$ cat src/sspf_pkg.sv
// ============================================================================
// Servo short packet framer package
// Types, packet constants and the byte selection function of the framer.
// ============================================================================
package sspf_pkg;

   localparam int unsigned QUEUE_DEPTH_DEF = 2;

   localparam logic [7:0] HDR0_BYTE   = 8'hFA;
   localparam logic [7:0] HDR1_BYTE   = 8'hAF;
   localparam logic [7:0] FLAGS_BYTE  = 8'h00;
   localparam logic [7:0] ADDR_TORQUE = 8'h24;
   localparam logic [7:0] ADDR_GOAL   = 8'h1E;
   localparam logic [7:0] LEN_TORQUE  = 8'h01;
   localparam logic [7:0] LEN_GOAL    = 8'h02;
   localparam logic [7:0] COUNT_BYTE  = 8'h01;

   typedef enum logic [0:0] {
      OP_TORQUE = 1'b0,
      OP_GOAL   = 1'b1
   } op_type;

   typedef logic [3:0] byte_idx_type;

   // Byte positions within a packet.
   localparam byte_idx_type IDX_HDR0       = 4'd0;
   localparam byte_idx_type IDX_HDR1       = 4'd1;
   localparam byte_idx_type IDX_ID         = 4'd2;
   localparam byte_idx_type IDX_FLAGS      = 4'd3;
   localparam byte_idx_type IDX_ADDR       = 4'd4;
   localparam byte_idx_type IDX_LEN        = 4'd5;
   localparam byte_idx_type IDX_COUNT      = 4'd6;
   localparam byte_idx_type IDX_DATA_LO    = 4'd7;
   localparam byte_idx_type IDX_DATA_HI    = 4'd8;
   localparam byte_idx_type IDX_CKS_TORQUE = 4'd8;
   localparam byte_idx_type IDX_CKS_GOAL   = 4'd9;

   typedef struct packed {
      op_type     op;
      logic [7:0] servo_id;
      logic [7:0] data_lo;
      logic [7:0] data_hi;
      logic [7:0] checksum;
   } cmd_type;

   function automatic logic [7:0] addr_of(input op_type op);
      addr_of = (op == OP_GOAL) ? ADDR_GOAL : ADDR_TORQUE;
   endfunction

   function automatic logic [7:0] len_of(input op_type op);
      len_of = (op == OP_GOAL) ? LEN_GOAL : LEN_TORQUE;
   endfunction

   function automatic byte_idx_type last_idx_of(input op_type op);
      last_idx_of = (op == OP_GOAL) ? IDX_CKS_GOAL : IDX_CKS_TORQUE;
   endfunction

   function automatic logic [7:0] packet_byte(input cmd_type cmd, input byte_idx_type idx);
      logic [7:0] b;
      b = cmd.checksum;
      case (idx)
         IDX_HDR0:    b = HDR0_BYTE;
         IDX_HDR1:    b = HDR1_BYTE;
         IDX_ID:      b = cmd.servo_id;
         IDX_FLAGS:   b = FLAGS_BYTE;
         IDX_ADDR:    b = addr_of(cmd.op);
         IDX_LEN:     b = len_of(cmd.op);
         IDX_COUNT:   b = COUNT_BYTE;
         IDX_DATA_LO: b = cmd.data_lo;
         IDX_DATA_HI: b = (cmd.op == OP_GOAL) ? cmd.data_hi : cmd.checksum;
         default:     b = cmd.checksum;
      endcase
      packet_byte = b;
   endfunction

endpackage

$ cat src/sspf_front.sv
// ============================================================================
// Servo short packet framer front end
// Accepts commands, classifies them and works out the packet checksum.
// ============================================================================
module sspf_front
   import sspf_pkg::*;
(
   input  logic        req_tvalid,
   output logic        req_tready,
   input  logic [23:0] req_tdata,   // servo_id [7:0], value [23:8]
   input  logic [0:0]  req_tuser,   // op [0]
   input  logic        q_full,
   output logic        push,
   output cmd_type     push_cmd
);

   op_type            op;
   logic [7:0]        servo_id;
   logic signed [15:0] value;
   logic [7:0]        data_hi;

   assign op       = op_type'(req_tuser[0]);
   assign servo_id = req_tdata[7:0];
   assign value    = signed'(req_tdata[23:8]);

   // A torque command carries only the low byte, so the high byte drops out of the sum.
   assign data_hi  = (op == OP_GOAL) ? value[15:8] : 8'h00;

   assign req_tready = !q_full;
   assign push       = req_tvalid && !q_full;

   always_comb begin
      push_cmd.op       = op;
      push_cmd.servo_id = servo_id;
      push_cmd.data_lo  = value[7:0];
      push_cmd.data_hi  = value[15:8];
      push_cmd.checksum = servo_id ^ FLAGS_BYTE ^ addr_of(op) ^ len_of(op) ^ COUNT_BYTE
                          ^ value[7:0] ^ data_hi;
   end

endmodule

$ cat src/sspf_queue.sv
// ============================================================================
// Servo short packet framer command queue
// Short first-in first-out store of classified commands between the two halves.
// ============================================================================
module sspf_queue
   import sspf_pkg::*;
#(
   parameter int unsigned QUEUE_DEPTH = QUEUE_DEPTH_DEF
) (
   input  logic    clock,
   input  logic    reset,
   input  logic    push,
   input  cmd_type push_cmd,
   input  logic    pop,
   output logic    q_full,
   output logic    q_valid,
   output cmd_type q_head
);

   localparam int unsigned PTR_W = (QUEUE_DEPTH > 1) ? $clog2(QUEUE_DEPTH) : 1;
   localparam int unsigned CNT_W = $clog2(QUEUE_DEPTH + 1);
   localparam logic [PTR_W-1:0] PTR_LAST = PTR_W'(QUEUE_DEPTH - 1);
   localparam logic [CNT_W-1:0] CNT_FULL = CNT_W'(QUEUE_DEPTH);

   cmd_type          mem_ff [QUEUE_DEPTH];
   logic [PTR_W-1:0] wr_ptr_ff, wr_ptr_in;
   logic [PTR_W-1:0] rd_ptr_ff, rd_ptr_in;
   logic [CNT_W-1:0] count_ff, count_in;
   logic             do_push, do_pop;

   assign q_full  = (count_ff == CNT_FULL);
   assign q_valid = (count_ff != '0);
   assign q_head  = mem_ff[rd_ptr_ff];
   assign do_push = push && !q_full;
   assign do_pop  = pop && q_valid;

   always_comb begin
      wr_ptr_in = wr_ptr_ff;
      rd_ptr_in = rd_ptr_ff;
      count_in  = count_ff;
      if (do_push) begin
         wr_ptr_in = (wr_ptr_ff == PTR_LAST) ? '0 : wr_ptr_ff + 1'b1;
      end
      if (do_pop) begin
         rd_ptr_in = (rd_ptr_ff == PTR_LAST) ? '0 : rd_ptr_ff + 1'b1;
      end
      if (do_push && !do_pop) begin
         count_in = count_ff + 1'b1;
      end else if (do_pop && !do_push) begin
         count_in = count_ff - 1'b1;
      end
   end

   always_ff @(posedge clock) begin
      if (reset) begin
         wr_ptr_ff <= '0;
         rd_ptr_ff <= '0;
         count_ff  <= '0;
      end else begin
         wr_ptr_ff <= wr_ptr_in;
         rd_ptr_ff <= rd_ptr_in;
         count_ff  <= count_in;
      end
   end

   always_ff @(posedge clock) begin
      if (do_push) begin
         mem_ff[wr_ptr_ff] <= push_cmd;
      end
   end

endmodule

$ cat src/sspf_back.sv
// ============================================================================
// Servo short packet framer back end
// Serialises one queued command into packet bytes through an output register.
// ============================================================================
module sspf_back
   import sspf_pkg::*;
(
   input  logic       clock,
   input  logic       reset,
   input  logic       q_valid,
   input  cmd_type    q_head,
   output logic       pop,
   output logic       rsp_tvalid,
   input  logic       rsp_tready,
   output logic [7:0] rsp_tdata,    // tx_byte [7:0]
   output logic       rsp_tlast
);

   cmd_type      cur_ff, cur_in;
   logic         cur_valid_ff, cur_valid_in;
   byte_idx_type idx_ff, idx_in;
   logic         out_valid_ff, out_valid_in;
   logic [7:0]   out_byte_ff, out_byte_in;
   logic         out_last_ff, out_last_in;
   logic         advance, emit, cur_last;

   assign advance  = !out_valid_ff || rsp_tready;
   assign emit     = advance && cur_valid_ff;
   assign cur_last = (idx_ff == last_idx_of(cur_ff.op));
   // The next command is taken in the same cycle as the checksum of the current one.
   assign pop      = q_valid && (!cur_valid_ff || (emit && cur_last));

   always_comb begin
      cur_in       = cur_ff;
      cur_valid_in = cur_valid_ff;
      idx_in       = idx_ff;
      out_valid_in = advance ? cur_valid_ff : out_valid_ff;
      out_byte_in  = out_byte_ff;
      out_last_in  = out_last_ff;
      if (emit) begin
         out_byte_in = packet_byte(cur_ff, idx_ff);
         out_last_in = cur_last;
         idx_in      = idx_ff + 1'b1;
         if (cur_last) begin
            cur_valid_in = 1'b0;
         end
      end
      if (pop) begin
         cur_in       = q_head;
         cur_valid_in = 1'b1;
         idx_in       = IDX_HDR0;
      end
   end

   always_ff @(posedge clock) begin
      if (reset) begin
         cur_valid_ff <= 1'b0;
         out_valid_ff <= 1'b0;
         idx_ff       <= IDX_HDR0;
      end else begin
         cur_valid_ff <= cur_valid_in;
         out_valid_ff <= out_valid_in;
         idx_ff       <= idx_in;
      end
   end

   always_ff @(posedge clock) begin
      cur_ff      <= cur_in;
      out_byte_ff <= out_byte_in;
      out_last_ff <= out_last_in;
   end

   assign rsp_tvalid = out_valid_ff;
   assign rsp_tdata  = out_byte_ff;
   assign rsp_tlast  = out_last_ff;

endmodule

$ cat src/servo_short_packet_framer.sv
// ============================================================================
// Servo short packet framer
// Turns servo commands into short packets, one byte per output item.
// ============================================================================
// Each accepted command becomes a packet of 9 bytes (torque enable) or 10 bytes
// (goal position), sent one byte per cycle while rsp_tready is high, with tlast
// on the closing XOR checksum. A command occupies the byte serialiser in the back
// end until its checksum byte is sent, and packets follow one another without gaps
// while the consumer keeps rsp_tready high. The front end computes the checksum on
// acceptance and places the command in a short queue, so further commands are taken
// while a packet is still being sent, until the queue is full.
module servo_short_packet_framer
   import sspf_pkg::*;
#(
   parameter int unsigned QUEUE_DEPTH = QUEUE_DEPTH_DEF
) (
   input  logic        clock,
   input  logic        reset,
   input  logic        req_tvalid,
   output logic        req_tready,
   input  logic [23:0] req_tdata,   // servo_id [7:0], value [23:8]
   input  logic [0:0]  req_tuser,   // op [0]
   output logic        rsp_tvalid,
   input  logic        rsp_tready,
   output logic [7:0]  rsp_tdata,   // tx_byte [7:0]
   output logic        rsp_tlast
);

   logic    q_full, q_valid, push, pop;
   cmd_type push_cmd, q_head;

   sspf_front u_front (
      .req_tvalid (req_tvalid),
      .req_tready (req_tready),
      .req_tdata  (req_tdata),
      .req_tuser  (req_tuser),
      .q_full     (q_full),
      .push       (push),
      .push_cmd   (push_cmd)
   );

   sspf_queue #(
      .QUEUE_DEPTH (QUEUE_DEPTH)
   ) u_queue (
      .clock    (clock),
      .reset    (reset),
      .push     (push),
      .push_cmd (push_cmd),
      .pop      (pop),
      .q_full   (q_full),
      .q_valid  (q_valid),
      .q_head   (q_head)
   );

   sspf_back u_back (
      .clock      (clock),
      .reset      (reset),
      .q_valid    (q_valid),
      .q_head     (q_head),
      .pop        (pop),
      .rsp_tvalid (rsp_tvalid),
      .rsp_tready (rsp_tready),
      .rsp_tdata  (rsp_tdata),
      .rsp_tlast  (rsp_tlast)
   );

endmodule

$ cat config.mk
export PLATFORM = sky130hd
export DESIGN_NAME = servo_short_packet_framer
export DESIGN_NICKNAME = d
export VERILOG_FILES = /design/src/sspf_pkg.sv /design/src/sspf_front.sv /design/src/sspf_queue.sv /design/src/sspf_back.sv /design/src/servo_short_packet_framer.sv
export SDC_FILE = /design/constraint.sdc
export NUM_CORES = 1
export LEC_CHECK = 0
export BUFFER_PORTS_ARGS = -buffer_cell sky130_fd_sc_hd__buf_4
export CORE_UTILIZATION = 59
export DETAILED_ROUTE_END_ITERATION = 8
export PLACE_DENSITY = 0.79
export SYNTH_ARGS = -nofsm -noshare
export SYNTH_HDL_FRONTEND = slang
export SYNTH_HIERARCHICAL = 1
export SYNTH_SLANG_ARGS = --single-unit
$ cat constraint.sdc
create_clock -name clock -period 5.4 [get_ports clock]
set_clock_uncertainty 0.2 [all_clocks]
set_input_delay 1.62 -clock clock [delete_from_list [all_inputs] [get_ports clock]]
set_output_delay 1.62 -clock clock [all_outputs]
set_load 0.02 [all_outputs]
==> results <==
- The HPWL after detailed placement is approximately 5 mm.
- The clock reaches the later pin of the worst-skew pair after approximately 510 ps.
- The total of endpoints with negative setup slack in the final report is 0.
- The share of flip-flops with an asynchronous set or reset after synthesis is 0%.
- The met2 wire length is ~4.2 mm.
- The post-synthesis mux area share is under 10%.
- The most frequent standard cell in the layout excluding fill and tap cells is sky130_fd_sc_hd__edfxtp_1.
- The final route contains roughly 2,800 vias.
- The cell sitting at the root of the clock tree is a sky130_fd_sc_hd__clkbuf_8.
- For the pin with the worst max-slew slack, the measured transition is around 850 ps.
- Detailed routing placed a total of ~480 um of wire on met3.
- The count of endpoints failing hold in the final timing report is 0.
- The kind of capture point of the worst setup path is a register.
- The accumulated negative setup slack is 0 ps.
- The global-route wire length before repair is around 13 mm.
- In the routed design, unresolved DRC markers number 0.
- The clock network fraction of total power is around 36%.
- The mapped netlist covers slightly above 5000 um2.
- The sequential area share after synthesis is 67.9%.
- The worst path needs around 3500 ps of the cycle, external delays included.
- The first-pass iteration count of the detailed router is 4.
- Power spread over the standard cell area amounts to 549 nW/um2.
- The simple-gate portion of the synthesized area is between 6 and 7%.
- The internal power of the cells totals 0.00238 W.
- The nature of the critical path startpoint is a primary input.
- The number of enable-type register cells in the synthesized netlist is roughly 110.
- The clock tree from TritonCTS is built.
- Using the TritonRoute via totals, the vias-per-cell ratio works out to approximately 5.8.
- The clock-pin slew reported for the worst setup and hold paths after clock tree synthesis is about 60 ps.
- The floorplan has 33 rows.
- The flip-flop and latch count after synthesis is around 120.
- At the worst endpoint, the arrival time is ~3800 ps.
- The worst relative slew slack is between 40% and 50%.
- The synthesized netlist devotes around 3.4% of its cell area to XOR and XNOR gates.
- The setup slack on the worst flop-to-flop path is slightly above 2000 ps.
- Synthesis produced a netlist with a net count of between 300 and 400.
- The largest fanout on the critical path is 34.
- The post-route worst hold slack is approximately 290 ps.
- The highest signal layer in the routed design is met4.
- The area added between synthesis and finish is 15.9%.
- After the first detailed-routing iteration, the DRC count stood at about 270.
- The global routing usage summed across all routing layers is a little over a fifth.
- The startpoint-to-endpoint class of the critical path is primary input to register.
- In the final routing, the length of wire on met1 measures about 3.4 mm.
- The number of warnings issued by yosys is 6.
- After technology mapping, the gate count stands at 332.
- The floorplan step defined a die boundary enclosing roughly 9000 um2.
- The clock tree synthesis step divided the H-tree into 4 levels.
- The synthesized netlist contains 55 unique library cells.
- Cells with a size suffix above 1 make up between 30% and 40% of the layout.
- The top flip-flop cell by instance count after synthesis is sky130_fd_sc_hd__edfxtp_1.
- The wire length per cell is around 17 um.
- The required time at the endpoint of the critical path is 5640 ps.
- The run finished with clean final reports.
- The final cycle utilization of the critical path is 65.0%.
- The total congestion overflow after global routing is 0.
- Measured on the finished design, the core utilization comes to between 70% and 80%.
- The final routed wirelength across all metal layers is 8.28 mm.
- The core area is just over 8000 um2.
- After synthesis, the largest family of logic cells by area is multiplexers.
- For this run, the post-layout net count is 390.
- The number of maximum-capacitance constraint violations is 0.
- Of the total power, the share spent switching nets is 26.8%.
- In this run the deepest clock path goes through 2 buffers.
- At the end of routability-driven placement, the weighted congestion stood at 0.816.
- The synthesized netlist devotes 7.09% of its cell area to compound gates.
- The portion of total power attributed to combinational logic is 19.4%.
- The leakage power total is ~2.1 nW.
- The part of the total power dissipated in sequential elements is roughly 45%.
- The switching power summed over all nets is ~0.00087 W.
- Measured along the y axis, the die boundary spans around 95 um.
- Once the clock tree was built, the setup fixing pass inserted 0 buffers.
- The die is approximately 95 um wide.
- The max-slew violation total from the final report is 0.
- The number of antenna diodes is 0.
- Leaving out fill and tap cells, the most frequent cells in the layout are 108 x sky130_fd_sc_hd__edfxtp_1, 42 x sky130_fd_sc_hd__buf_4, 33 x sky130_fd_sc_hd__mux2_2, 16 x sky130_fd_sc_hd__clkbuf_16, 15 x sky130_fd_sc_hd__inv_1.
- The maximum VDD drop is ~0.27 mV.
- The number of antenna violations at the first check in global routing came to 0.
- Derived from the worst setup path, the maximum achievable clock frequency is around 280 MHz.
- The via count of the first global-routing pass is 2,777.
- The count of boundary I/O pins is 40.
- The clock net in this run drives a total of around 120 sinks.
- Setup repair after global routing left no endpoint under its margin.
- The average cell area after synthesis is around 15 um2.
- The worst hold path belongs to the class register to register.
- The CTS buffer count is 17.
- The layout filler cell count is approximately 520.
- During placement, the flow inserted port buffers numbering 39.
- The initial utilization of the core area, before any placement, comes to between 60% and 70%.
- After clock tree synthesis, the flow added hold-fix buffers numbering 0.
- In this run the remaining antenna-violating nets after routing total 0.
- Of the total synthesized cell area, the portion taken by full adders, half adders and majority gates is 1.23%.
- The number of resized instances in the post-cts repair step is 0.
- Entering global routing, the biggest net connects 35 pins.
[synthesized netlist by cell type (3+ instances only)]
library cell | n | area share, %
sky130_fd_sc_hd__edfxtp_1 | 108 | 64
sky130_fd_sc_hd__mux2_2 | 33 | 7.3
sky130_fd_sc_hd__buf_4 | 27 | 4.0
sky130_fd_sc_hd__inv_1 | 15 | 1.1
sky130_fd_sc_hd__nand2_1 | 13 | 0.96
sky130_fd_sc_hd__xnor2_1 | 12 | 2.1
sky130_fd_sc_hd__dfxtp_1 | 11 | 4.3
sky130_fd_sc_hd__buf_2 | 8 | 0.78
sky130_fd_sc_hd__xor2_1 | 8 | 1.4
sky130_fd_sc_hd__nor2_1 | 7 | 0.52
sky130_fd_sc_hd__a21oi_1 | 6 | 0.59
sky130_fd_sc_hd__o21ai_0 | 6 | 0.59
sky130_fd_sc_hd__ha_1 | 5 | 1.2
sky130_fd_sc_hd__and2b_1 | 4 | 0.59
sky130_fd_sc_hd__nand3_1 | 4 | 0.39
sky130_fd_sc_hd__a211o_1 | 3 | 0.52
sky130_fd_sc_hd__a211oi_1 | 3 | 0.44
sky130_fd_sc_hd__a211oi_2 | 3 | 0.74
sky130_fd_sc_hd__a22oi_1 | 3 | 0.44
sky130_fd_sc_hd__o2111ai_1 | 3 | 0.52
sky130_fd_sc_hd__o31ai_1 | 3 | 0.44
sky130_fd_sc_hd__or4_1 | 3 | 0.44
[area by class of cell]
class / instances / area (um2) / share of cell area, %
clock buffers: 18 / 418 / 7.07
clock inverters: 14 / 205 / 3.47
inverters: 17 / 63.8 / 1.08
multi-input cells: 159 / 1320 / 22.2
flip-flops and latches: 119 / 3460 / 58.6
well taps: 105 / 131 / 2.22
repair buffers: 42 / 315 / 5.33
[cell families (layout without fill, tap and decap cells)]
family / count (synthesis) / in the layout
muxes: 34 / 34
xor gates and xnor gates: 20 / 20
DFF: 119 / 119
buffers and inverters: 54 / 91
and+or+nand+nor: 53 / 53
AOI/OAI and AO/OA: 47 / 47
adders and majority gates: 5 / 5
[power by group through the flow]
stage | Combinational, W | Sequential [W] | Clock (W)
2_1_floorplan | 0.000471 | 0.00142 | 0
3_3_place_gp | 0.000605 | 0.00145 | 0
3_5_place_dp | 0.000626 | 0.00146 | 0
4_1_cts | 0.000637 | 0.00145 | 0.00119
5_1_grt | 0.000687 | 0.00147 | 0.00122
6_report | 0.000630 | 0.00145 | 0.00117
[per-layer routing]
layer,up-vias,GRT usage (%)
met5,-,0
met4,0,12.0
met3,18,6.28
met2,92,34.2
met1,1366,25.0
li1,1278,-
[path summary, 6_finish.rpt]
| check | from | cells after the start | endpoint |
|---|---|---|---|
| min | u_queue/wr_ptr_ff$_SDFFE_PP0N_ | 2 | u_queue/wr_ptr_ff$_SDFFE_PP0N_ |
| max | rsp_tready | 10 | u_queue/count_ff[1]$_SDFFE_PP0P_ |
| min reg2reg | u_queue/wr_ptr_ff$_SDFFE_PP0N_ | 2 | u_queue/wr_ptr_ff$_SDFFE_PP0N_ |
| max reg2reg | u_back/idx_ff[2]$_SDFFE_PP0P_ | 9 | u_queue/count_ff[1]$_SDFFE_PP0P_ |
[state kept, by name (all words and copies together) (netlist names), named ones only]
signal / count
u_back/rsp_tvalid: 1
u_queue/wr_ptr_ff: 1
u_back/rsp_tlast: 1
u_back/rsp_tdata: 8
u_queue/mem_ff: 66
u_back/cur_valid_ff: 1
u_queue/rd_ptr_ff: 1
u_queue/count_ff: 2
u_back/cur_ff: 33
u_back/idx_ff: 4
[critical path, cell delays in order]
cell,delay (ps)
sky130_fd_sc_hd__buf_4,100
sky130_fd_sc_hd__nor2b_4,60
sky130_fd_sc_hd__o31ai_1,320
sky130_fd_sc_hd__and2_1,180
sky130_fd_sc_hd__buf_4,370
sky130_fd_sc_hd__o21ai_0,230
sky130_fd_sc_hd__ha_1,270
sky130_fd_sc_hd__xor2_1,150
sky130_fd_sc_hd__or3_1,310
sky130_fd_sc_hd__a21oi_1,140
[per-stage QoR]
step,instances,instance area [um2],setup slack [ps],power (W)
after CTS,474,5910,1890,0.00328
after floorplan,332,5100,1040,0.00189
final,474,5910,1890,0.00325
after global placement,442,5290,1470,0.00206
after global routing,474,5910,1680,0.00338
after detailed placement,442,5290,1340,0.00209
(Power assumes the default switching activity.)
